--- config.mk ---
export PLATFORM = sky130hd
export DESIGN_NAME = half_float_converter_core_flat
export DESIGN_NICKNAME = d
export VERILOG_FILES = /design/src/rtl/hfc_pkg.sv /design/src/rtl/hfc_stream_if.sv /design/src/rtl/hfc_result_if.sv /design/src/rtl/half_float_converter_core.sv /design/src/rtl/hfc_decode.sv /design/src/rtl/hfc_round.sv /design/src/rtl/hfc_pack.sv /design/src/flat_wrapper.sv
export VERILOG_INCLUDE_DIRS = /design/src /design/src/rtl
export SDC_FILE = /design/constraint.sdc
export NUM_CORES = 1
export LEC_CHECK = 0
export BUFFER_PORTS_ARGS = -buffer_cell sky130_fd_sc_hd__buf_2
export CAP_MARGIN = 40
export CORE_MARGIN = 4
export CORE_UTILIZATION = 40
export CTS_CLUSTER_DIAMETER = 200
export DETAILED_ROUTE_END_ITERATION = 10
export GPL_ROUTABILITY_DRIVEN = 0
export GPL_TIMING_DRIVEN = 0
export PLACE_DENSITY = 0.63
export SLEW_MARGIN = 20
export SYNTH_ARGS = -nofsm -noshare
export SYNTH_HDL_FRONTEND = slang
export SYNTH_HIERARCHICAL = 1
export SYNTH_SLANG_ARGS = --single-unit
--- constraint.sdc ---
create_clock -name clk -period 3.9 [get_ports clk]
set_input_delay 0.39 -clock clk [delete_from_list [all_inputs] [get_ports clk]]
set_output_delay 0.39 -clock clk [all_outputs]
set_load 0.02 [all_outputs]
--- src/rtl/assert_macros.svh ---
// Assertion macros shared by the RTL files.
`ifndef ASSERT_MACROS_SVH
`define ASSERT_MACROS_SVH
`ifndef SYNTHESIS
`define ASSERT_IMPL(label, clk, rst, prop) \
  label: assert property (@(posedge clk) disable iff (rst) prop) else $error("assertion failed");
`define ASSERT_ALWAYS(label, clk, prop) \
  label: assert property (@(posedge clk) prop) else $error("assertion failed");
`else
`define ASSERT_IMPL(label, clk, rst, prop)
`define ASSERT_ALWAYS(label, clk, prop)
`endif
`endif

--- src/rtl/hfc_pkg.sv ---
package hfc_pkg;

  localparam int unsigned DataW = 32;

  typedef enum logic {
    CMD_S2H = 1'b0,
    CMD_H2S = 1'b1
  } cmd_t;

  // Decode of the input after stage 1.
  typedef struct packed {
    cmd_t        cmd;
    logic        sign;
    // Single to half.
    logic        s_zero;     // flush to signed zero
    logic        s_inf;      // infinity or overflow
    logic        s_nan;
    logic        s_sub;      // half subnormal path
    logic [4:0]  s_shift;    // 14..24 for subnormals
    logic [4:0]  s_exp;      // biased half exponent for normals
    logic [23:0] s_sig;      // significand with hidden bit
    // Half to single.
    logic        h_zero;
    logic        h_sub;
    logic        h_special;
    logic [4:0]  h_exp;
    logic [9:0]  h_mant;
  } dec_t;

  // Rounding or normalization done after stage 2.
  typedef struct packed {
    cmd_t        cmd;
    logic        sign;
    logic        s_zero;
    logic        s_inf;
    logic        s_nan;
    logic        s_sub;
    logic [4:0]  s_exp;
    logic [10:0] s_kept;     // kept bits, before increment
    logic        s_round_up;
    logic        h_zero;
    logic        h_special;
    logic [7:0]  h_exp;
    logic [9:0]  h_mant;
  } mid_t;

  function automatic logic [3:0] lzc10(input logic [9:0] m);
    logic [3:0] n;
    n = 4'd10;
    for (int i = 0; i < 10; i++) begin
      if (m[i]) n = 4'(9 - i);
    end
    return n;
  endfunction

endpackage

--- src/rtl/hfc_stream_if.sv ---
interface hfc_stream_if;
  logic                         valid;
  logic                         ready;
  logic                         command;
  logic [hfc_pkg::DataW-1:0]    value;
  modport source (output valid, command, value, input ready);
  modport sink (input valid, command, value, output ready);
endinterface

--- src/rtl/hfc_result_if.sv ---
interface hfc_result_if;
  logic                         valid;
  logic                         ready;
  logic [hfc_pkg::DataW-1:0]    result;
  modport source (output valid, result, input ready);
  modport sink (input valid, result, output ready);
endinterface

--- src/rtl/half_float_converter_core.sv ---
// Three-stage pipeline converting IEEE binary32 to binary16 (command 0, round to
// nearest even, result zero-extended) or binary16 to binary32 (command 1). It takes
// one transaction per cycle unless the output stalls; the stages are decode,
// rounding or leading-zero normalization, and packing. The whole pipe advances
// when its output register is empty or being taken, so a stall holds all.
module half_float_converter_core (
  input  logic  clk,
  input  logic  rst,
  hfc_stream_if.sink   in_ch,
  hfc_result_if.source out_ch
);

  logic          advance;
  logic          dec_valid;
  logic          mid_valid;
  hfc_pkg::dec_t dec;
  hfc_pkg::mid_t mid;

  assign advance = !out_ch.valid || out_ch.ready;
  assign in_ch.ready = advance;

  hfc_decode u_decode (
    .clk(clk), .rst(rst), .in_valid(in_ch.valid), .command(in_ch.command),
    .value(in_ch.value), .advance(advance), .dec_valid(dec_valid), .dec(dec)
  );

  hfc_round u_round (
    .clk(clk), .rst(rst), .dec_valid(dec_valid), .dec(dec), .advance(advance),
    .mid_valid(mid_valid), .mid(mid)
  );

  hfc_pack u_pack (
    .clk(clk), .rst(rst), .mid_valid(mid_valid), .mid(mid), .advance(advance),
    .out_valid(out_ch.valid), .out_result(out_ch.result)
  );

endmodule

--- src/rtl/hfc_decode.sv ---
`include "assert_macros.svh"
module hfc_decode (
  input  logic             clk,
  input  logic             rst,
  input  logic             in_valid,
  input  logic             command,
  input  logic [31:0]      value,
  input  logic             advance,
  output logic             dec_valid,
  output hfc_pkg::dec_t    dec
);

  hfc_pkg::dec_t dec_next;
  logic [7:0] efield;
  logic [22:0] mant;
  logic [8:0] e;   // efield - 112, two's complement over nine bits

  always_comb begin
    efield = value[30:23];
    mant = value[22:0];
    e = {1'b0, efield} - 9'd112;
    dec_next = '0;
    dec_next.cmd = hfc_pkg::cmd_t'(command);
    if (command == hfc_pkg::CMD_S2H) begin
      dec_next.sign = value[31];
      dec_next.s_sig = {1'b1, mant};
      dec_next.s_exp = e[4:0];
      dec_next.s_shift = 5'(9'd14 - e);
      dec_next.s_nan = (efield == 8'hFF) && (mant != '0);
      // e below -10 flushes; e in -10..0 is subnormal; e of 31 or more overflows.
      dec_next.s_zero = e[8] && (e < 9'h1F6);
      dec_next.s_sub = e[8] ? !(e < 9'h1F6) : (e == 9'd0);
      dec_next.s_inf = !e[8] && (e >= 9'd31);
    end else begin
      dec_next.sign = value[15];
      dec_next.h_exp = value[14:10];
      dec_next.h_mant = value[9:0];
      dec_next.h_zero = (value[14:10] == '0) && (value[9:0] == '0);
      dec_next.h_sub = (value[14:10] == '0) && (value[9:0] != '0);
      dec_next.h_special = (value[14:10] == 5'h1F);
    end
  end

  always_ff @(posedge clk) begin
    if (rst) begin
      dec_valid <= 1'b0;
    end else if (advance) begin
      dec_valid <= in_valid;
    end
  end

  always_ff @(posedge clk) begin
    if (advance) begin
      dec <= dec_next;
    end
  end

  `ASSERT_IMPL(a_s2h_class_onehot, clk, rst,
    (dec_valid && dec.cmd == hfc_pkg::CMD_S2H) |-> $onehot0({dec.s_zero, dec.s_sub, dec.s_inf}))
  `ASSERT_IMPL(a_nan_is_inf, clk, rst, (dec_valid && dec.s_nan) |-> dec.s_inf)
  `ASSERT_IMPL(a_h2s_class, clk, rst,
    (dec_valid && dec.cmd == hfc_pkg::CMD_H2S) |-> $onehot0({dec.h_zero, dec.h_sub, dec.h_special}))

endmodule

--- src/rtl/hfc_round.sv ---
`include "assert_macros.svh"
module hfc_round (
  input  logic             clk,
  input  logic             rst,
  input  logic             dec_valid,
  input  hfc_pkg::dec_t    dec,
  input  logic             advance,
  output logic             mid_valid,
  output hfc_pkg::mid_t    mid
);

  hfc_pkg::mid_t mid_next;
  logic [23:0] sh_kept;
  logic [23:0] rem_mask;
  logic [23:0] rem;
  logic [23:0] half;
  logic [3:0]  lz;
  logic [10:0] norm;

  always_comb begin
    mid_next = '0;
    mid_next.cmd = dec.cmd;
    mid_next.sign = dec.sign;
    mid_next.s_zero = dec.s_zero;
    mid_next.s_inf = dec.s_inf;
    mid_next.s_nan = dec.s_nan;
    mid_next.s_sub = dec.s_sub;
    mid_next.s_exp = dec.s_exp;
    mid_next.h_zero = dec.h_zero;
    mid_next.h_special = dec.h_special;
    sh_kept = '0;
    rem_mask = '0;
    rem = '0;
    half = '0;
    lz = '0;
    norm = '0;
    if (dec.s_sub) begin
      sh_kept = dec.s_sig >> dec.s_shift;
      rem_mask = ~(24'hFFFFFF << dec.s_shift);
      rem = dec.s_sig & rem_mask;
      half = 24'd1 << (dec.s_shift - 5'd1);
      mid_next.s_kept = sh_kept[10:0];
      mid_next.s_round_up = (rem > half) || ((rem == half) && sh_kept[0]);
    end else if (dec.s_nan) begin
      mid_next.s_kept = {1'b0, dec.s_sig[22:13] | 10'd1};
    end else begin
      mid_next.s_kept = {1'b0, dec.s_sig[22:13]};
      mid_next.s_round_up = (dec.s_sig[12:0] > 13'h1000) ||
                            ((dec.s_sig[12:0] == 13'h1000) && dec.s_sig[13]);
    end
    // Half to single: exponent and mantissa settled here.
    if (dec.h_sub) begin
      lz = hfc_pkg::lzc10(dec.h_mant);
      norm = {1'b0, dec.h_mant} << (lz + 4'd1);
      mid_next.h_exp = 8'd113 - 8'(lz) - 8'd1;
      mid_next.h_mant = norm[9:0];
    end else if (dec.h_special) begin
      mid_next.h_exp = 8'hFF;
      mid_next.h_mant = dec.h_mant;
    end else begin
      mid_next.h_exp = 8'(dec.h_exp) + 8'd112;
      mid_next.h_mant = dec.h_mant;
    end
  end

  always_ff @(posedge clk) begin
    if (rst) begin
      mid_valid <= 1'b0;
    end else if (advance) begin
      mid_valid <= dec_valid;
    end
  end

  always_ff @(posedge clk) begin
    if (advance) begin
      mid <= mid_next;
    end
  end

  `ASSERT_IMPL(a_kept_narrow, clk, rst,
    (mid_valid && mid.s_sub) |-> (mid.s_kept[10] == 1'b0))
  `ASSERT_IMPL(a_hold, clk, rst, (mid_valid && !$past(advance)) |-> $stable(mid))

endmodule

--- src/rtl/hfc_pack.sv ---
`include "assert_macros.svh"
module hfc_pack (
  input  logic             clk,
  input  logic             rst,
  input  logic             mid_valid,
  input  hfc_pkg::mid_t    mid,
  input  logic             advance,
  output logic             out_valid,
  output logic [31:0]      out_result
);

  logic [31:0] res_next;
  logic [10:0] m_inc;
  logic [5:0]  ex_inc;

  always_comb begin
    m_inc = mid.s_kept + 11'(mid.s_round_up);
    ex_inc = {1'b0, mid.s_exp};
    res_next = '0;
    if (mid.cmd == hfc_pkg::CMD_S2H) begin
      if (mid.s_zero) begin
        res_next = {16'd0, mid.sign, 15'd0};
      end else if (mid.s_nan) begin
        res_next = {16'd0, mid.sign, 5'h1F, mid.s_kept[9:0]};
      end else if (mid.s_inf) begin
        res_next = {16'd0, mid.sign, 15'h7C00};
      end else if (mid.s_sub) begin
        // A carry into bit 10 lands in the exponent field as the smallest normal.
        res_next = {16'd0, mid.sign, 4'd0, m_inc};
      end else begin
        if (m_inc[10]) ex_inc = ex_inc + 6'd1;
        if (ex_inc >= 6'd31) begin
          res_next = {16'd0, mid.sign, 15'h7C00};
        end else begin
          res_next = {16'd0, mid.sign, ex_inc[4:0], m_inc[9:0]};
        end
      end
    end else begin
      if (mid.h_zero) begin
        res_next = {mid.sign, 31'd0};
      end else begin
        res_next = {mid.sign, mid.h_exp, mid.h_mant, 13'd0};
      end
    end
  end

  always_ff @(posedge clk) begin
    if (rst) begin
      out_valid <= 1'b0;
    end else if (advance) begin
      out_valid <= mid_valid;
    end
  end

  always_ff @(posedge clk) begin
    if (advance) begin
      out_result <= res_next;
    end
  end

  `ASSERT_IMPL(a_out_hold, clk, rst,
    (out_valid && !$past(advance)) |-> $stable(out_result))

endmodule
--- src/flat_wrapper.sv ---
// flat-port wrapper written by rule: the top's interface ports become plain ports
module half_float_converter_core_flat 
  (clk, rst, in_ch_valid, in_ch_command, in_ch_value, in_ch_ready, out_ch_valid, out_ch_result, out_ch_ready);
  hfc_stream_if in_ch_i ();
  hfc_result_if out_ch_i ();
  input  logic clk;
  input  logic rst;
  input wire logic [$bits(in_ch_i.valid)-1:0] in_ch_valid;
  input wire logic [$bits(in_ch_i.command)-1:0] in_ch_command;
  input wire logic [$bits(in_ch_i.value)-1:0] in_ch_value;
  output wire logic [$bits(in_ch_i.ready)-1:0] in_ch_ready;
  output wire logic [$bits(out_ch_i.valid)-1:0] out_ch_valid;
  output wire logic [$bits(out_ch_i.result)-1:0] out_ch_result;
  input wire logic [$bits(out_ch_i.ready)-1:0] out_ch_ready;
  assign in_ch_i.valid = in_ch_valid;
  assign in_ch_i.command = in_ch_command;
  assign in_ch_i.value = in_ch_value;
  assign in_ch_ready = in_ch_i.ready;
  assign out_ch_valid = out_ch_i.valid;
  assign out_ch_result = out_ch_i.result;
  assign out_ch_i.ready = out_ch_ready;
  half_float_converter_core u_core (.clk(clk), .rst(rst), .in_ch(in_ch_i), .out_ch(out_ch_i));
endmodule
Word-level counts from Yosys, hierarchy flattened --
Index checks and enable logic that the tools add are counted.
Storage, ports and cells: bits of input ports 37, bits in registers 135, output and inout bits 34, word-level logic and storage cells 105
Cells by class: equal/unequal tests 4, order comparisons 5, $add $sub $neg 9, reduce and logical (&&, ||, !) cells 18, mux-type cells 32, shift-type cells 4, bitwise logic cells 2
Operators with widths (count):
- two-way mux 15 bit | 5
- two-way mux 4 bit | 10
- two-way mux 18 bit | 2
- two-way mux 6 bit | 6
- two-way mux 32 bit | 1
- two-way mux 31 bit | 1
- AND 24 bit | 1
- equality test 24 bit | 1
- greater-than comparator 24 bit | 1
- two-way mux 24 bit | 1
- NOT 24 bit | 1
- << shifter 1 x 5 -> 24 bit (first input constant) | 1
- << shifter 24 x 5 -> 24 bit (first input constant) | 1
- >> shifter 24 x 5 -> 11 bit | 1
- nonzero test 23 bit | 1
- equality test 13 bit (second input constant) | 1
- greater-than comparator 13 bit (second input constant) | 1
- two-way mux 12 bit | 1
- adder 11 x 1 -> 11 bit | 1
- logical NOT 10 bit | 1
- nonzero test 10 bit | 1
- << shifter 10 x 4 -> 10 bit | 1
- greater-or-equal comparator 9 x 5 -> 1 bit (second input constant) | 1
- logical NOT 9 bit | 1
- other kinds (18) | 31

Longest topological paths before layout --
Gate-level depths: netlist of run 1.
depth after elaboration 14, mapped depth 14, gate-level depth less buffers 11

Cells and area by module --
Netlist of run 1, hierarchy kept.
Modules (own cells, without submodules):
- hfc_round | sequential area each 1281.2 sq um, area each 4141.5 sq um, cells an instance 455, times used 1
- hfc_decode | sequential area each 1731.7 sq um, area each 2447.3 sq um, cells an instance 175, times used 1
- hfc_pack | sequential area each 980.9 sq um, area each 1800.5 sq um, cells an instance 159, times used 1
- half_float_converter_core | sequential area each 0.0 sq um, area each 6.3 sq um, cells an instance 1, times used 1

Least setup slack after synthesis of run 1 --
No wires, ideal clock.
path kind input-to-reg, start input port out_ch_ready, end register u_core.u_decode.dec_valid, slack -0.487 ns, data arrival time 4.254 ns, cell stages on the path 3, path buffers 0, required time 3.767 ns, setup time 0.133 ns, cells stage by stage nand2b_1 mux2i_1 nor2_1
Between the ends: longest elaborated chain between the ends 1
RTL lines:
- start: declaration | line flat_wrapper.sv:14 | input wire logic [$bits(out_ch_i.ready)-1:0] out_ch_ready;
- logical OR 1 bit | line half_float_converter_core.sv:19 | assign advance = !out_ch.valid || out_ch.ready;
- end signal: assignment | line hfc_decode.sv:48 | dec_valid <= in_valid;
- end: declaration | line hfc_decode.sv:9 | output logic dec_valid,
Every way passes these cells. A chain may end at the register's enable or synchronous reset.

==> results of run 1 <==
through the flow:
stage                     util, %  std cells  setup slack [ns]  instance area (um^2)
after floorplan                 -        789             0.988                  8370
after global placement       44.3       1127            0.0805                  9050
after detailed placement     44.6       1130            0.0438                  9100
after CTS                    47.5       1162             0.169                  9700
after global routing         47.6       1162           0.00357                  9720
final                        47.6       1162             0.170                  9720
critical path: stages, from the launching register on:
cell and delay (ns):
edfxtp_1 0.41, buf_2 0.31, buf_2 0.33, clkbuf_1 0.34
nor2b_2 0.39, nand2_1 0.12, ha_1 0.31, nand4_1 0.21
nor4_4 0.41, nand2_1 0.09, nand3_1 0.09, a211oi_1 0.05
a32oi_1 0.40
worst paths after layout:
path	startpoint	endpoint	slack [ns]
setup / recovery	u_core/u_decode/dec[48]	u_core/u_round/mid[20]	0.17
hold / removal	rst	u_core/u_round/mid_valid	0.16
setup reg to reg	u_core/u_decode/dec[48]	u_core/u_round/mid[20]	0.17
hold reg to reg	u_core/u_decode/dec[46]	u_core/u_round/mid[36]	0.41
layer usage:
layer	routed length (um)	up-vias	track usage, %
met1	9740	3211	26.0
met2	9160	305	26.2
met5	0	-	0
met4	461	0	6.19
met3	1720	44	4.88
li1	-	3167	-
state kept, by name, indices dropped and copies added, names as in the netlist:
register / count
u_core/u_round/mid_valid: 1
u_core/u_pack/out_valid: 1
u_core/u_decode/dec_valid: 1
u_core/u_round/mid: 41
u_core/u_decode/dec: 57
u_core/u_pack/out_result: 32
area by class of cell:
class	instances	area (um^2)
clock inverter	14	165
timing repair buffer	71	393
buffer	46	214
tap	270	338
fill	1945	10700
sequential	133	3960
clock buffer	18	429
inverter	26	100
multi-input combinational	584	4120
where the power goes:
part	switching [mW]	internal (mW)	total, mW
registers	0.0900	1.69	1.78
clock network	0.648	0.961	1.61
logic	0.447	0.300	0.747
total	1.19	2.95	4.14
repair_timing:
| action | CTS | global route |
|---|---|---|
| hold buffers | 0 | 0 |
| gates resized for setup | 1 | 5 |
| setup endpoints to repair | 1 | 1 |
==> metrics.txt, run 1 <==
Net count, final ~950; Worst Path Required between 4 and 5 ns; final hold violations 0; starting DRC count in detailed routing 678; final hold slack between 0.15 and 0.2 ns; die height roughly 150 um; min Tclk post-route 3.73 ns; Cell Area, Synth ~8400 um^2; Mapped Cells a little under 800; Slew HR 45.4%; final setup TNS 0 ns; maxcap violations 0; global-route wire length before repair roughly 33000 um; Final period util about 96%; fraction of layout cells with a size suffix above 1 18.6%; unrepaired setup endpoints after global routing no; synthesized net count about 860; Worst-Margin Slew about 0.81 ns; initial antenna violation count 0; Area Growth Syn to Fin 16.2%; Root Buffer clkbuf_16; yosys warns 6; wire per inst 18.1 um; crit path kind reg2reg; Worst VDD drop approximately 0.00029 V; worst min-delay path class in2reg; number of rows created at floorplan 52; H-tree levels 4; Antenna Cells 0; Max Fclk 0.268 GHz; Die ar. 23300 um^2; Slew Limit Fails 0; most common cell after layout, fill and taps aside edfxtp_1; total grt overflow 0; count of input and output buffers 68; Max FO, Critical Path 10; Starting Density ~41%; Hold Path Stages 2; Core ar. about 20000 um^2; CTS Buffer Depth 2; Syn Area/Cell ~11 um^2; worst skew pair latency roughly 0.42 ns; router iterations before antenna repair 5; worst r2r path cells 12; number of top-level pins 71; # DRC 0; kind of end point of the critical path flop; vias post-DR 6727; Die X approximately 150 um; Routed Antenna Nets 0; Max Clock Skew around 0.013 ns; drt total wl between 20000 and 25000 um; TritonCTS Buffers 17; Setup violations, final 0; clock tree from TritonCTS built; Num Clock Sinks approximately 130; CP startpoint kind flop; Power, Total slightly above 4 mW; WP data arrival slightly below 4 ns; DP HPWL between 15000 and 20000 um; Total GRT Usage a little under a fifth; post-CTS setup buffers 0; most frequent cells in the layout edfxtp_1 (130), nand2_1 (83), buf_2 (80); vias in the first global route approximately 6200; Leakage around 3.8 nW; clock slew at reported path FFs ~0.06 ns; largest net degree at the start of global routing 54; status completed; drt via density between 5 and 6; PD cells approximately 430 nW/um^2
(Power assumes the default switching activity.)
==> run 2: changes to the inputs <==
--- a/config.mk
+++ b/config.mk
@@ -7,14 +7,15 @@
 export NUM_CORES = 1
 export LEC_CHECK = 0
 export BUFFER_PORTS_ARGS = -buffer_cell sky130_fd_sc_hd__buf_2
-export CAP_MARGIN = 40
 export CORE_MARGIN = 4
 export CORE_UTILIZATION = 40
 export CTS_CLUSTER_DIAMETER = 200
 export DETAILED_ROUTE_END_ITERATION = 10
 export GPL_ROUTABILITY_DRIVEN = 0
 export GPL_TIMING_DRIVEN = 0
+export MAX_ROUTING_LAYER = met4
 export PLACE_DENSITY = 0.63
+export SETUP_SLACK_MARGIN = 0.05
 export SLEW_MARGIN = 20
 export SYNTH_ARGS = -nofsm -noshare
 export SYNTH_HDL_FRONTEND = slang
==> run 2 against run 1 <==
Highest routed layer unchanged; wire length decreased by 1.5%; cell count decreased by 0.17%; maximum frequency increased by 3.3%; die area did not move; clock power barely moved; worst setup slack better by 0.12 ns; first-iteration DRC count decreased by 12%; critical path type unchanged; register-to-register slack better by 0.12 ns.
==> metrics.txt, run 2 (same netlist as run 1, synthesis figures left out) <==
largest net degree at the start of global routing 54 (unchanged); status completed; Die ar. 23300 um^2 (unchanged); WP data arrival 3.78 ns (-0.12 ns); met3 wire length 1680 um (-2.0%); Total GRT Usage 18.4% (+0.43 points); top flop regs u_core/u_decode/dec x57, u_core/u_round/mid x41, u_core/u_pack/out_result x32; initial antenna violation count 0 (unchanged); Worst VDD drop 0.000290 V (+1.1%); Worst-Margin Slew 0.925 ns (+0.112 ns); maxcap violations 0 (unchanged); fraction of layout cells with a size suffix above 1 18.9% (+0.27 points); Die X 153 um (unchanged); die height 153 um (unchanged); CTS Hold Bufs 0 (unchanged); final setup TNS 0 ns (unchanged); final hold slack 0.165 ns (+0.00552 ns); min Tclk post-route 3.61 ns (-0.119 ns); multi-input logic area 4120 um^2 (about the same); M1 WL 9560 um (-1.8%); Final period util 92.6% (-3.1 points); total grt overflow 0 (unchanged); top routing layer used met4; Setup violations, final 0 (unchanged); Worst Path Required 4.07 ns (about the same); router iterations before antenna repair 6 (+1); number of rows created at floorplan 52 (unchanged); Net count, final 949 (-0.21%); DP HPWL 15400 um (-0.65%); Max Fclk 0.277 GHz (+3.3%); vias in the first global route 6273 (+1.6%); CTS Buffer Depth 2 (unchanged); TritonCTS Buffers 17 (unchanged); Fillers 1895 (-2.6%); worst min-delay path class in2reg; clock slew at reported path FFs 0.06 ns (about the same); vias post-DR 6641 (-1.3%); pre-CTS WS 0.0449 ns (+0.00105 ns); PD cells 424 nW/um^2 (-0.41%); Num Clock Sinks 133 (unchanged); hold path startpoint rst; final worst slack 0.289 ns (+0.119 ns); Area Growth Syn to Fin 16.2% (about the same); drt total wl 20800 um (-1.5%); # DRC 0 (unchanged); Antenna Cells 0 (unchanged); Starting Density 40.9% (unchanged); Max FO, Critical Path 10 (unchanged); clock tree from TritonCTS built; Finished Core Util 47.6% (about the same); number of top-level pins 71 (unchanged); drt via density 5.73 (-1.1%); FF+latch area 3960 um^2 (unchanged); worst skew pair latency 0.42 ns (about the same); count of input and output buffers 68 (unchanged); flop2flop setup slack 0.29 ns (+0.12 ns); most common cell after layout, fill and taps aside edfxtp_1; Largest register FFs 57 (unchanged); Largest Register u_core/u_decode/dec; Leakage 3.82 nW (about the same); Routed Antenna Nets 0 (unchanged); Slew HR 37.9% (-7.5 points); crit path kind reg2reg; wire per inst 17.9 um (-1.3%); Max Clock Skew 0.0107 ns (-0.00230 ns); met2 WL 8980 um (-2.0%); CP startpoint kind flop; reg2reg start u_core/u_decode/dec[49]; worst r2r dst u_core/u_round/mid[20]; Hold Path Stages 2 (unchanged); global-route wire length before repair 33500 um (about the same); starting DRC count in detailed routing 598 (-12%); Hold Path End u_core/u_round/mid_valid; Slew Limit Fails 0 (unchanged); H-tree levels 4 (unchanged); unrepaired setup endpoints after global routing no; worst r2r path cells 12 (unchanged); Core ar. 20400 um^2 (unchanged); Root Buffer clkbuf_16; final hold violations 0 (unchanged); kind of end point of the critical path flop; most frequent cells in the layout edfxtp_1 (130), nand2_1 (83), buf_2 (79)
==> run 2: changes by cell type in the layout (fill, tap and decap cells not counted), moves of 2 or more <==
cell      delta
clkinv_4     +2
inv_6        -2
clkbuf_2     +2
clkbuf_1     -5
==> run 2: worst max-delay path by stage <==
stage / startpoint / to / slack, ns / cells past startpoint
after global placement: u_core/u_decode/dec[48] / u_core/u_round/mid[20] / 0.08 / 12
after detailed placement: u_core/u_decode/dec[50] / u_core/u_round/mid[20] / 0.04 / 13
after global routing: u_core/u_decode/dec[49] / u_core/u_round/mid[20] / 0.05 / 12
final: u_core/u_decode/dec[49] / u_core/u_round/mid[20] / 0.29 / 12
after floorplan: u_core/u_decode/dec[47] / u_core/u_round/mid[20] / 0.99 / 14
after CTS: u_core/u_decode/dec[50] / u_core/u_round/mid[20] / 0.19 / 13
==> run 2: final cells by class <==
class                   count  area share [%]
flip-flops and latches    133            40.8
multi-input cells         584            42.4
inverters                  26            1.03
well taps                 270            3.48
repair buffers             70            3.99
clock inverters            15            1.79
plain buffers              45            2.19
clock buffers              17            4.38
==> run 2: power by group <==
group	internal (mW)	switching [mW]	leakage [nW]
sequential	1.69	0.0911	1.52
clock	0.957	0.640	0.291
combinational	0.300	0.443	2.01
total	2.95	1.17	3.82
==> run 2: critical path, cell delays in order, from the launching register on <==
cell	delay, ns
edfxtp_1	0.42
buf_2	0.27
buf_1	0.43
clkbuf_1	0.41
nand2_1	0.14
a211oi_1	0.27
ha_1	0.19
nand4_1	0.22
nor4_4	0.41
nand2_1	0.09
nand3_1	0.09
a211oi_1	0.05
a32oi_1	0.39
==> run 2: repair_timing <==
action                                  CTS  global route
hold endpoints to repair                  0             0
resized for setup                         1            11
buffers inserted                          0             0
gates cloned                              0             0
endpoints found under the setup margin    1             1
==> run 2: layer usage <==
metal / vias to the layer above / track usage (%)
met1: 3103 / 26.0
li1: 3160 / -
met5: - / -
met2: 329 / 26.3
met3: 49 / 3.69
met4: 0 / 6.92
==> run 2: per-stage QoR <==
stage,cell area (um^2),std cells,power (mW)
finish,9720,1160,4.12
global route,9720,1160,4.30
CTS,9700,1161,4.14
detailed placement,9100,1129,2.53
global placement,9050,1127,2.52
floorplan,8370,789,2.31
